**src/sv/kctt_pkg.sv**
```systemverilog
// kctt_pkg: shared types and constants of the keyed countdown timer table
// request and result structs, request kinds, table entry layout
// no dependencies
package kctt_pkg;

  localparam int KEY_BITS       = 16;
  localparam int TIME_BITS      = 16;
  localparam int OUT_CNT_BITS   = 6;
  localparam int TABLE_SIZE_DEF = 32;

  typedef enum logic [1:0] {
    KIND_TICK  = 2'd0,
    KIND_ADD   = 2'd1,
    KIND_DEL   = 2'd2,
    KIND_CLEAR = 2'd3
  } kind_t;

  typedef struct packed {
    kind_t                 kind;
    logic [KEY_BITS-1:0]   key;
    logic [TIME_BITS-1:0]  wait_ticks;
    logic                  repeat_req;
  } in_t;

  typedef struct packed {
    logic                    status;
    logic                    fired;
    logic [KEY_BITS-1:0]     fired_key;
    logic                    last;
    logic [OUT_CNT_BITS-1:0] active_count;
  } out_t;

  typedef struct packed {
    logic [KEY_BITS-1:0]  key;
    logic [TIME_BITS-1:0] wait_ticks;
    logic [TIME_BITS-1:0] reload;
  } entry_t;

endpackage

```
**src/sv/kctt_ram.sv**
```systemverilog
// kctt_ram: generic single write port, single read port ram
// registered read data, no reset on the array
// no dependencies
module kctt_ram #(
  parameter int WIDTH = 8,
  parameter int DEPTH = 32
) (
  input  logic                                    clk,
  input  logic                                    we,
  input  logic [(DEPTH > 1 ? $clog2(DEPTH) : 1)-1:0] waddr,
  input  logic [WIDTH-1:0]                        wdata,
  input  logic [(DEPTH > 1 ? $clog2(DEPTH) : 1)-1:0] raddr,
  output logic [WIDTH-1:0]                        rdata
);

  logic [WIDTH-1:0] mem [DEPTH];

  always_ff @(posedge clk) begin
    if (we) begin
      mem[waddr] <= wdata;
    end
    rdata <= mem[raddr];
  end

endmodule

```
**src/sv/keyed_countdown_timer_table.sv**
```systemverilog
// keyed_countdown_timer_table: table of keyed countdown timers with auto-reload
// uses kctt_pkg (types, kinds) and kctt_ram (entry table, fired key buffer)
//
//   channel  ports                     handshake
//   -------  ------------------------  ----------------------------------------
//   request  start, busy, in_req       taken at a rising edge with start && !busy
//   result   out_valid, out_rsp        one-cycle strobe, receiver always takes it
//
// sequencing: a shared read/modify/write sequencer walks the entry ram, one entry
//   per pass. tick: each entry is read, then checked; a one-shot that expires also
//   reads the last entry and copies it in, then each fired key is read and sent.
//   add scans up from slot zero, delete scans down from the last slot, clear
//   answers straight from idle, as does any request on an empty table.
// reset: synchronous, clears the entry count and the sequencer; entry ram
//   slots at or above the count are never read, so they need no clearing.
// stalls: busy is high while a request is in work; results cannot be stalled.
module keyed_countdown_timer_table
  #(
    parameter int TABLE_SIZE = kctt_pkg::TABLE_SIZE_DEF
  ) (
    input  logic           clk,
    input  logic           rst_n,
    input  logic           start,
    output logic           busy,
    input  kctt_pkg::in_t  in_req,
    output logic           out_valid,
    output kctt_pkg::out_t out_rsp
  );

  import kctt_pkg::*;

  // index and count widths follow the table depth
  localparam int IDX_W = (TABLE_SIZE > 1) ? $clog2(TABLE_SIZE) : 1;
  localparam int CNT_W = $clog2(TABLE_SIZE + 1);

  typedef enum logic [2:0] {
    ST_IDLE,
    ST_RD,
    ST_CHK,
    ST_MV,
    ST_EMIT_RD,
    ST_EMIT_OUT
  } state_t;

  // sequencer state and registered outputs
  state_t            state_r, state_nxt;
  logic [CNT_W-1:0]  count_r, count_nxt;
  logic [IDX_W-1:0]  idx_r, idx_nxt;
  logic [CNT_W-1:0]  nfire_r, nfire_nxt;
  logic [IDX_W-1:0]  emit_r, emit_nxt;
  in_t               req_r, req_nxt;
  logic              out_valid_r, out_valid_nxt;
  out_t              rsp_r, rsp_nxt;

  // entry ram port
  logic              ent_we;
  logic [IDX_W-1:0]  ent_waddr;
  entry_t            ent_wdata;
  logic [IDX_W-1:0]  ent_raddr;
  entry_t            ent_rdata;

  // fired key buffer port
  logic                fk_we;
  logic [IDX_W-1:0]    fk_waddr;
  logic [KEY_BITS-1:0] fk_wdata;
  logic [IDX_W-1:0]    fk_raddr;
  logic [KEY_BITS-1:0] fk_rdata;

  // sequencer helpers
  logic                 tick_adv;
  logic                 fin;
  logic                 fin_status;
  logic [CNT_W-1:0]     count_less1;
  logic [IDX_W-1:0]     last_idx;
  logic [TIME_BITS-1:0] wait_dec;
  logic                 emit_last;

  kctt_ram #(
    .WIDTH ($bits(entry_t)),
    .DEPTH (TABLE_SIZE)
  ) u_entry_ram (
    .clk   (clk),
    .we    (ent_we),
    .waddr (ent_waddr),
    .wdata (ent_wdata),
    .raddr (ent_raddr),
    .rdata (ent_rdata)
  );

  // keys of expired timers, in scan order, replayed after the scan
  kctt_ram #(
    .WIDTH (KEY_BITS),
    .DEPTH (TABLE_SIZE)
  ) u_fired_ram (
    .clk   (clk),
    .we    (fk_we),
    .waddr (fk_waddr),
    .wdata (fk_wdata),
    .raddr (fk_raddr),
    .rdata (fk_rdata)
  );

  function automatic entry_t mk_entry(in_t r);
    entry_t e;
    e.key        = r.key;
    e.wait_ticks = r.wait_ticks;
    e.reload     = r.repeat_req ? r.wait_ticks : '0;
    return e;
  endfunction

  function automatic out_t mk_rsp(logic st, logic fi, logic [KEY_BITS-1:0] k,
                                  logic la, logic [CNT_W-1:0] c);
    out_t o;
    o.status       = st;
    o.fired        = fi;
    o.fired_key    = k;
    o.last         = la;
    o.active_count = OUT_CNT_BITS'(c);
    return o;
  endfunction

  // index of the highest occupied slot
  assign count_less1 = count_r - CNT_W'(1);
  assign last_idx    = count_less1[IDX_W-1:0];
  // saturating decrement of the wait read back
  assign wait_dec  = (ent_rdata.wait_ticks == '0) ? '0
                     : ent_rdata.wait_ticks - TIME_BITS'(1);
  assign emit_last = ((CNT_W'(emit_r) + CNT_W'(1)) == nfire_r);

  always_comb begin
    state_nxt     = state_r;
    count_nxt     = count_r;
    idx_nxt       = idx_r;
    nfire_nxt     = nfire_r;
    emit_nxt      = emit_r;
    req_nxt       = req_r;
    out_valid_nxt = 1'b0;
    rsp_nxt       = rsp_r;

    ent_we    = 1'b0;
    ent_waddr = idx_r;
    ent_wdata = ent_rdata;
    ent_raddr = idx_r;
    fk_we     = 1'b0;
    fk_waddr  = nfire_r[IDX_W-1:0];
    fk_wdata  = ent_rdata.key;
    fk_raddr  = emit_r;

    tick_adv   = 1'b0;
    fin        = 1'b0;
    fin_status = 1'b0;

    case (state_r)
      ST_IDLE: begin
        if (start) begin
          req_nxt   = in_req;
          nfire_nxt = '0;
          case (in_req.kind)
            KIND_TICK: begin
              if (count_r == '0) begin
                fin = 1'b1;
              end else begin
                idx_nxt   = last_idx;
                state_nxt = ST_RD;
              end
            end
            KIND_ADD: begin
              // empty table: append straight into slot zero
              if (count_r == '0) begin
                ent_we    = 1'b1;
                ent_waddr = '0;
                ent_wdata = mk_entry(in_req);
                count_nxt = CNT_W'(1);
                fin       = 1'b1;
              end else begin
                idx_nxt   = '0;
                state_nxt = ST_RD;
              end
            end
            KIND_DEL: begin
              if (count_r == '0) begin
                fin = 1'b1;
              end else begin
                idx_nxt   = last_idx;
                state_nxt = ST_RD;
              end
            end
            default: begin
              count_nxt = '0;
              fin       = 1'b1;
            end
          endcase
        end
      end

      ST_RD: begin
        state_nxt = ST_CHK;
      end

      ST_CHK: begin
        case (req_r.kind)
          KIND_TICK: begin
            if (wait_dec != '0) begin
              ent_we               = 1'b1;
              ent_wdata.wait_ticks = wait_dec;
              tick_adv             = 1'b1;
            end else begin
              fk_we     = 1'b1;
              nfire_nxt = nfire_r + CNT_W'(1);
              if (ent_rdata.reload != '0) begin
                // periodic: reload the wait
                ent_we               = 1'b1;
                ent_wdata.wait_ticks = ent_rdata.reload;
                tick_adv             = 1'b1;
              end else begin
                // one-shot: fetch the last entry to fill this slot
                ent_raddr = last_idx;
                state_nxt = ST_MV;
              end
            end
          end
          KIND_ADD: begin
            if (ent_rdata.key == req_r.key) begin
              ent_we    = 1'b1;
              ent_wdata = mk_entry(req_r);
              fin       = 1'b1;
            end else if (idx_r == last_idx) begin
              if (count_r < CNT_W'(TABLE_SIZE)) begin
                ent_we    = 1'b1;
                ent_waddr = count_r[IDX_W-1:0];
                ent_wdata = mk_entry(req_r);
                count_nxt = count_r + CNT_W'(1);
              end else begin
                fin_status = 1'b1;
              end
              fin = 1'b1;
            end else begin
              idx_nxt   = idx_r + IDX_W'(1);
              state_nxt = ST_RD;
            end
          end
          KIND_DEL: begin
            if (ent_rdata.key == req_r.key) begin
              ent_raddr = last_idx;
              state_nxt = ST_MV;
            end else if (idx_r == '0) begin
              fin = 1'b1;
            end else begin
              idx_nxt   = idx_r - IDX_W'(1);
              state_nxt = ST_RD;
            end
          end
          default: begin
            state_nxt = ST_IDLE;
          end
        endcase
      end

      ST_MV: begin
        // copy the last entry into the freed slot and shrink the table
        ent_we    = 1'b1;
        ent_wdata = ent_rdata;
        count_nxt = count_r - CNT_W'(1);
        if (req_r.kind == KIND_TICK) begin
          tick_adv = 1'b1;
        end else begin
          fin = 1'b1;
        end
      end

      ST_EMIT_RD: begin
        state_nxt = ST_EMIT_OUT;
      end

      ST_EMIT_OUT: begin
        out_valid_nxt = 1'b1;
        rsp_nxt       = mk_rsp(1'b0, 1'b1, fk_rdata, emit_last, count_r);
        if (emit_last) begin
          state_nxt = ST_IDLE;
        end else begin
          emit_nxt  = emit_r + IDX_W'(1);
          state_nxt = ST_EMIT_RD;
        end
      end

      default: begin
        state_nxt = ST_IDLE;
      end
    endcase

    // tick scan steps downward; at slot zero either replay fired keys or report none
    if (tick_adv) begin
      if (idx_r == '0) begin
        if (nfire_nxt == '0) begin
          fin = 1'b1;
        end else begin
          emit_nxt  = '0;
          state_nxt = ST_EMIT_RD;
        end
      end else begin
        idx_nxt   = idx_r - IDX_W'(1);
        state_nxt = ST_RD;
      end
    end

    // single result for add, delete, clear and a quiet tick
    if (fin) begin
      out_valid_nxt = 1'b1;
      rsp_nxt       = mk_rsp(fin_status, 1'b0, '0, 1'b1, count_nxt);
      state_nxt     = ST_IDLE;
    end
  end

  always_ff @(posedge clk) begin
    if (!rst_n) begin
      state_r     <= ST_IDLE;
      count_r     <= '0;
      out_valid_r <= 1'b0;
    end else begin
      state_r     <= state_nxt;
      count_r     <= count_nxt;
      out_valid_r <= out_valid_nxt;
    end
    idx_r   <= idx_nxt;
    nfire_r <= nfire_nxt;
    emit_r  <= emit_nxt;
    req_r   <= req_nxt;
    rsp_r   <= rsp_nxt;
  end

  assign busy      = (state_r != ST_IDLE);
  assign out_valid = out_valid_r;
  assign out_rsp   = rsp_r;

  // table never holds more than its depth
  a_count_bound: assert property (@(posedge clk) disable iff (!rst_n)
    count_r <= CNT_W'(TABLE_SIZE))
    else $error("entry count above table size");

  // every request finishes with a result strobe as the sequencer goes idle
  a_done_strobe: assert property (@(posedge clk) disable iff (!rst_n)
    ($fell(busy) && $past(rst_n)) |-> (out_valid && out_rsp.last))
    else $error("sequencer went idle without a final result");

  // a result only follows a taken request or work in progress
  a_no_stray: assert property (@(posedge clk) disable iff (!rst_n)
    (out_valid && $past(rst_n)) |-> $past(busy || start))
    else $error("result strobe without a request");

  // fired results never report a refused add, nor appear in the scan read state
  a_fired_ok: assert property (@(posedge clk) disable iff (!rst_n)
    (out_valid && out_rsp.fired) |-> (!out_rsp.status && state_r != ST_RD))
    else $error("fired result with bad status or during scan");

endmodule
```
**config.mk**
```make
export PLATFORM = sky130hd
export DESIGN_NAME = keyed_countdown_timer_table
export DESIGN_NICKNAME = d
export VERILOG_FILES = /design/src/sv/kctt_pkg.sv /design/src/sv/kctt_ram.sv /design/src/sv/keyed_countdown_timer_table.sv
export SDC_FILE = /design/constraint.sdc
export NUM_CORES = 2
export LEC_CHECK = 0
export BUFFER_PORTS_ARGS = -buffer_cell sky130_fd_sc_hd__buf_2
export CAP_MARGIN = 15
export CORE_MARGIN = 2
export CORE_UTILIZATION = 57
export CTS_CLUSTER_DIAMETER = 200
export DETAILED_ROUTE_END_ITERATION = 10
export PLACE_DENSITY = 0.74
export SLEW_MARGIN = 20
export SYNTH_ARGS = -nofsm -noshare
export SYNTH_HDL_FRONTEND = slang
export SYNTH_SLANG_ARGS = --single-unit
```
**constraint.sdc**
```tcl
create_clock -name clk -period 5.9 [get_ports clk]
set_input_delay 1.77 -clock clk [delete_from_list [all_inputs] [get_ports clk]]
set_output_delay 1.77 -clock clk [all_outputs]
set_load 0.005 [all_outputs]
```
==> results_dict.tcl <==
set metrics [dict create \
    status "finished, final reports clean" \
    htree_levels 4 \
    fin_util_pct 64.6 \
    yosysWarningCount 0 \
    clkPwrFrac_pct 28.6 \
    period_share_pct 94.3 \
    synthesis.instances 5692 \
    fin_crit_ps 5560 \
    holdPathEnd "out_rsp[15]$_SDFFE_PP0P_" \
    power_mw 45.3 \
    port-buffer-count 64 \
    ir_drop_uv 377 \
    drtAntennaViolNets 0 \
    syn2layout_area_growth_pct 12.3 \
    dpl-instance-area_mm2 0.0916 \
    hold_viol 0 \
    final_area_mm2 0.0983 \
    seq_area_frac_synth_pct 74.2 \
    grt_pass1_vias 53000 \
    yosysUniqueCellTypes 79 \
    post_cts_resized 0 \
    worst_path_largest_cell_delay_ps 670 \
    hpwl_um 144000 \
    hold_start "u_fired_ram.rdata[8]$_DFF_P_" \
    p_leak_nw 32.3 \
    reg2reg_setup_slack_ps 340 \
    overflow 0 \
    grt_pass1_wl_um 366000 \
    crit_chain "inv_1 > ha_1 > nor3b_1 > nand3_1 > mux2i_1 > nand2_1 > o32ai_4 > a21o_4 > buf_12 > buf_4 > buf_4 > nand2_1 > a32oi_1 > o21ai_0 > nor4_1" \
    drtIter0Drc 8365 \
    pin_count 65 \
    power_frac_comb_pct 26.9 \
    clockBufferDepth 3 \
    async_flop_share_pct 0 \
    switching_share_pct 33.2 \
    power_density_mw_per_mm2 461 \
    whs_path_depth 2 \
    post_cts_buffers 0 \
    r2r_cells 15 \
    cts_buffers 210 \
    hold_class "reg2reg" \
    synth.area.top_cells "edfxtp_1 72%, mux2i_1 5.0%, nand2_1 3.3%" \
    fin_ws_ps 336 \
    firstDrtPassIters 9 \
    vias 54900 \
    cts_root_buf "clkbuf_16" \
    wl_um 254000 \
    cts_tree "yes" \
    finClkSkew_ps 52.9 \
    drcViolationCount 0 \
    initial_core_util_pct 57.5 \
    drv_cap 0 \
    ys.flop_type "edfxtp_1" \
    nFillCells 10300 \
    seqPwrFrac_pct 44.5 \
    p_sw_mw 15.0 \
    cp_max_fo 29 \
    p_int_mw 30.3 \
    die_h_um 396 \
    track_usage_pct 32.1 \
    max-slew-margin-rel_pct 19.6 \
    cp_data_arrival_time_ps 6230 \
    timing.fmax_mhz 180 \
    antenna_found_initial 13 \
    cp.required_ps 6560 \
    grt_setup_unrepaired "no" \
    layout-drive-gt1-share_pct 13.6 \
    drv_slew 0 \
    holdBufCountCts 0 \
    dp_slack_ps 477 \
    grt_max_degree 144 \
    post_drt_via_cell_ratio 6.81 \
    critPathKind "reg2reg" \
    synth_edf_count 2090 \
    core_mm2 0.152 \
    nets 5898 \
    clk_latency_ps 870 \
    synth.top_cell.area_share_pct 71.7 \
    gp_congestion 0.992 \
    start_kind "flop" \
    synth.ff_latch_count 2198 \
    postSynthAreaPerCell_um2 15.4 \
    end_kind "flop" \
    clk_pin_slew_ps 60 \
    syn_nets 5744 \
    fp.dieArea_mm2 0.157 \
    die_width_um 396 \
    std_cell_rows 143 \
    wire_per_inst_um 31.6 \
    tightest_slew_ps 1200 \
    r2r-end "u_entry_ram.rdata[18]$_DFF_P_" \
    seq_area_mm2 0.0649 \
    slowest_stage "a21o_4" \
    finalSetupViolCount 0 \
    multi_input_area_mm2 0.0210 \
    syn_area_mm2 0.0875 \
    cts_sinks 2198 \
    synth_top_area_cell "edfxtp_1" \
    worstReg2RegStart "u_entry_ram.rdata[16]$_DFF_P_" \
    tns_ps 0 \
]
==> worst max-delay path: cells and delay by family (launching register included) <==
kind | cells | cell delay (ps)
mux | 1 | 520
buf+inv | 4 | 960
flops | 1 | 410
compound gates | 4 | 1410
simple gates | 5 | 1800
fa+ha+maj | 1 | 260
==> per-stage QoR <==
stage,std cells,hold slack (ps)
after floorplan,5692,417
after global routing,8053,463
final,8059,435
after CTS,8053,437
after global placement,7664,423
after detailed placement,7664,430
==> cell families (layout without fill, tap and decap cells) <==
logic type | Yosys count | in the layout | share of synthesized area (%)
adders and majority gates | 14 | 14 | 0.200
DFF | 2198 | 2198 | 74.2
and+or+nand+nor | 1331 | 1331 | 6.50
AOI/OAI and AO/OA | 1088 | 1088 | 9.10
other | 0 | 6 | 0
muxes | 539 | 539 | 7.13
buffers and inverters | 475 | 806 | 2.37
xor gates and xnor gates | 47 | 47 | 0.502
==> cells in the mapped netlist (53+ instances only) <==
| cell | count |
|---|---|
| a211oi_1 | 99 |
| nand2_1 | 775 |
| edfxtp_1 | 2090 |
| o21ai_0 | 144 |
| mux2i_1 | 441 |
| mux4_2 | 64 |
| nand3_1 | 74 |
| clkbuf_1 | 237 |
| o221ai_1 | 99 |
| inv_1 | 89 |
| o211ai_1 | 53 |
| a32oi_1 | 195 |
| a21oi_1 | 214 |
| nor2_1 | 269 |
| buf_2 | 77 |
| nor4_1 | 61 |
| nand4_1 | 63 |
| dfxtp_1 | 108 |
==> layer usage <==
layer	vias up	track usage (%)	wire length, um
met2	4041	48.0	114000
li1	22700	-	-
met1	27500	44.7	93200
met4	12	14.0	11800
met5	-	0	93
met3	703	8.63	35700
==> worst max-delay path by stage <==
stage	depth (start not counted)	start	end
after floorplan	10	in_req[33]	u_entry_ram.mem[0][0]$_DFFE_PP_
after global placement	15	u_entry_ram.rdata[16]$_DFF_P_	u_entry_ram.rdata[18]$_DFF_P_
after detailed placement	15	u_entry_ram.rdata[16]$_DFF_P_	u_entry_ram.rdata[18]$_DFF_P_
after CTS	15	u_entry_ram.rdata[16]$_DFF_P_	u_entry_ram.rdata[18]$_DFF_P_
after global routing	15	u_entry_ram.rdata[16]$_DFF_P_	u_entry_ram.rdata[18]$_DFF_P_
final	15	u_entry_ram.rdata[16]$_DFF_P_	u_entry_ram.rdata[18]$_DFF_P_
==> power groups by stage <==
stage / clock (mW) / sequential [mW] / combinational (mW)
final: 13.0 / 20.2 / 12.2
after global routing: 13.6 / 20.2 / 12.7
after CTS: 13.0 / 20.1 / 11.8
after detailed placement: 0 / 20.4 / 11.8
after global placement: 0 / 20.4 / 11.5
after floorplan: 0 / 20.3 / 7.06
==> area by class of cell <==
cell class	count	share of cell area, %
Sequential cell	2198	66.1
Multi-Input combinational cell	3019	21.4
Clock buffer	291	5.92
Timing Repair Buffer	326	2.89
Tap cell	2030	2.58
Clock inverter	98	0.821
Inverter	91	0.348
Antenna cell	6	0.0153
==> state kept, by name, summed over array words and instances (netlist names), 6 cells and up <==
name,cells
u_entry_ram.mem,1536
u_fired_ram.rdata,16
nfire_r,6
out_rsp,25
u_fired_ram.mem,512
count_r,6
req_r,35
u_entry_ram.rdata,48
==> cell usage in the layout, fill, tap and decap left out, types with 53 or more instances in the layout <==
master	n
nand2_1	773
a211oi_1	98
nor2_1	235
buf_4	218
mux2i_1	441
edfxtp_1	2090
mux4_2	64
nand4_1	63
nand3_1	74
o221ai_1	99
a21oi_1	214
clkbuf_16	213
nor4_1	61
clkbuf_1	55
inv_1	88
dfxtp_1	104
a32oi_1	195
o21ai_0	126
o211ai_1	53
buf_2	64
Power figures use the tool's default switching activity.
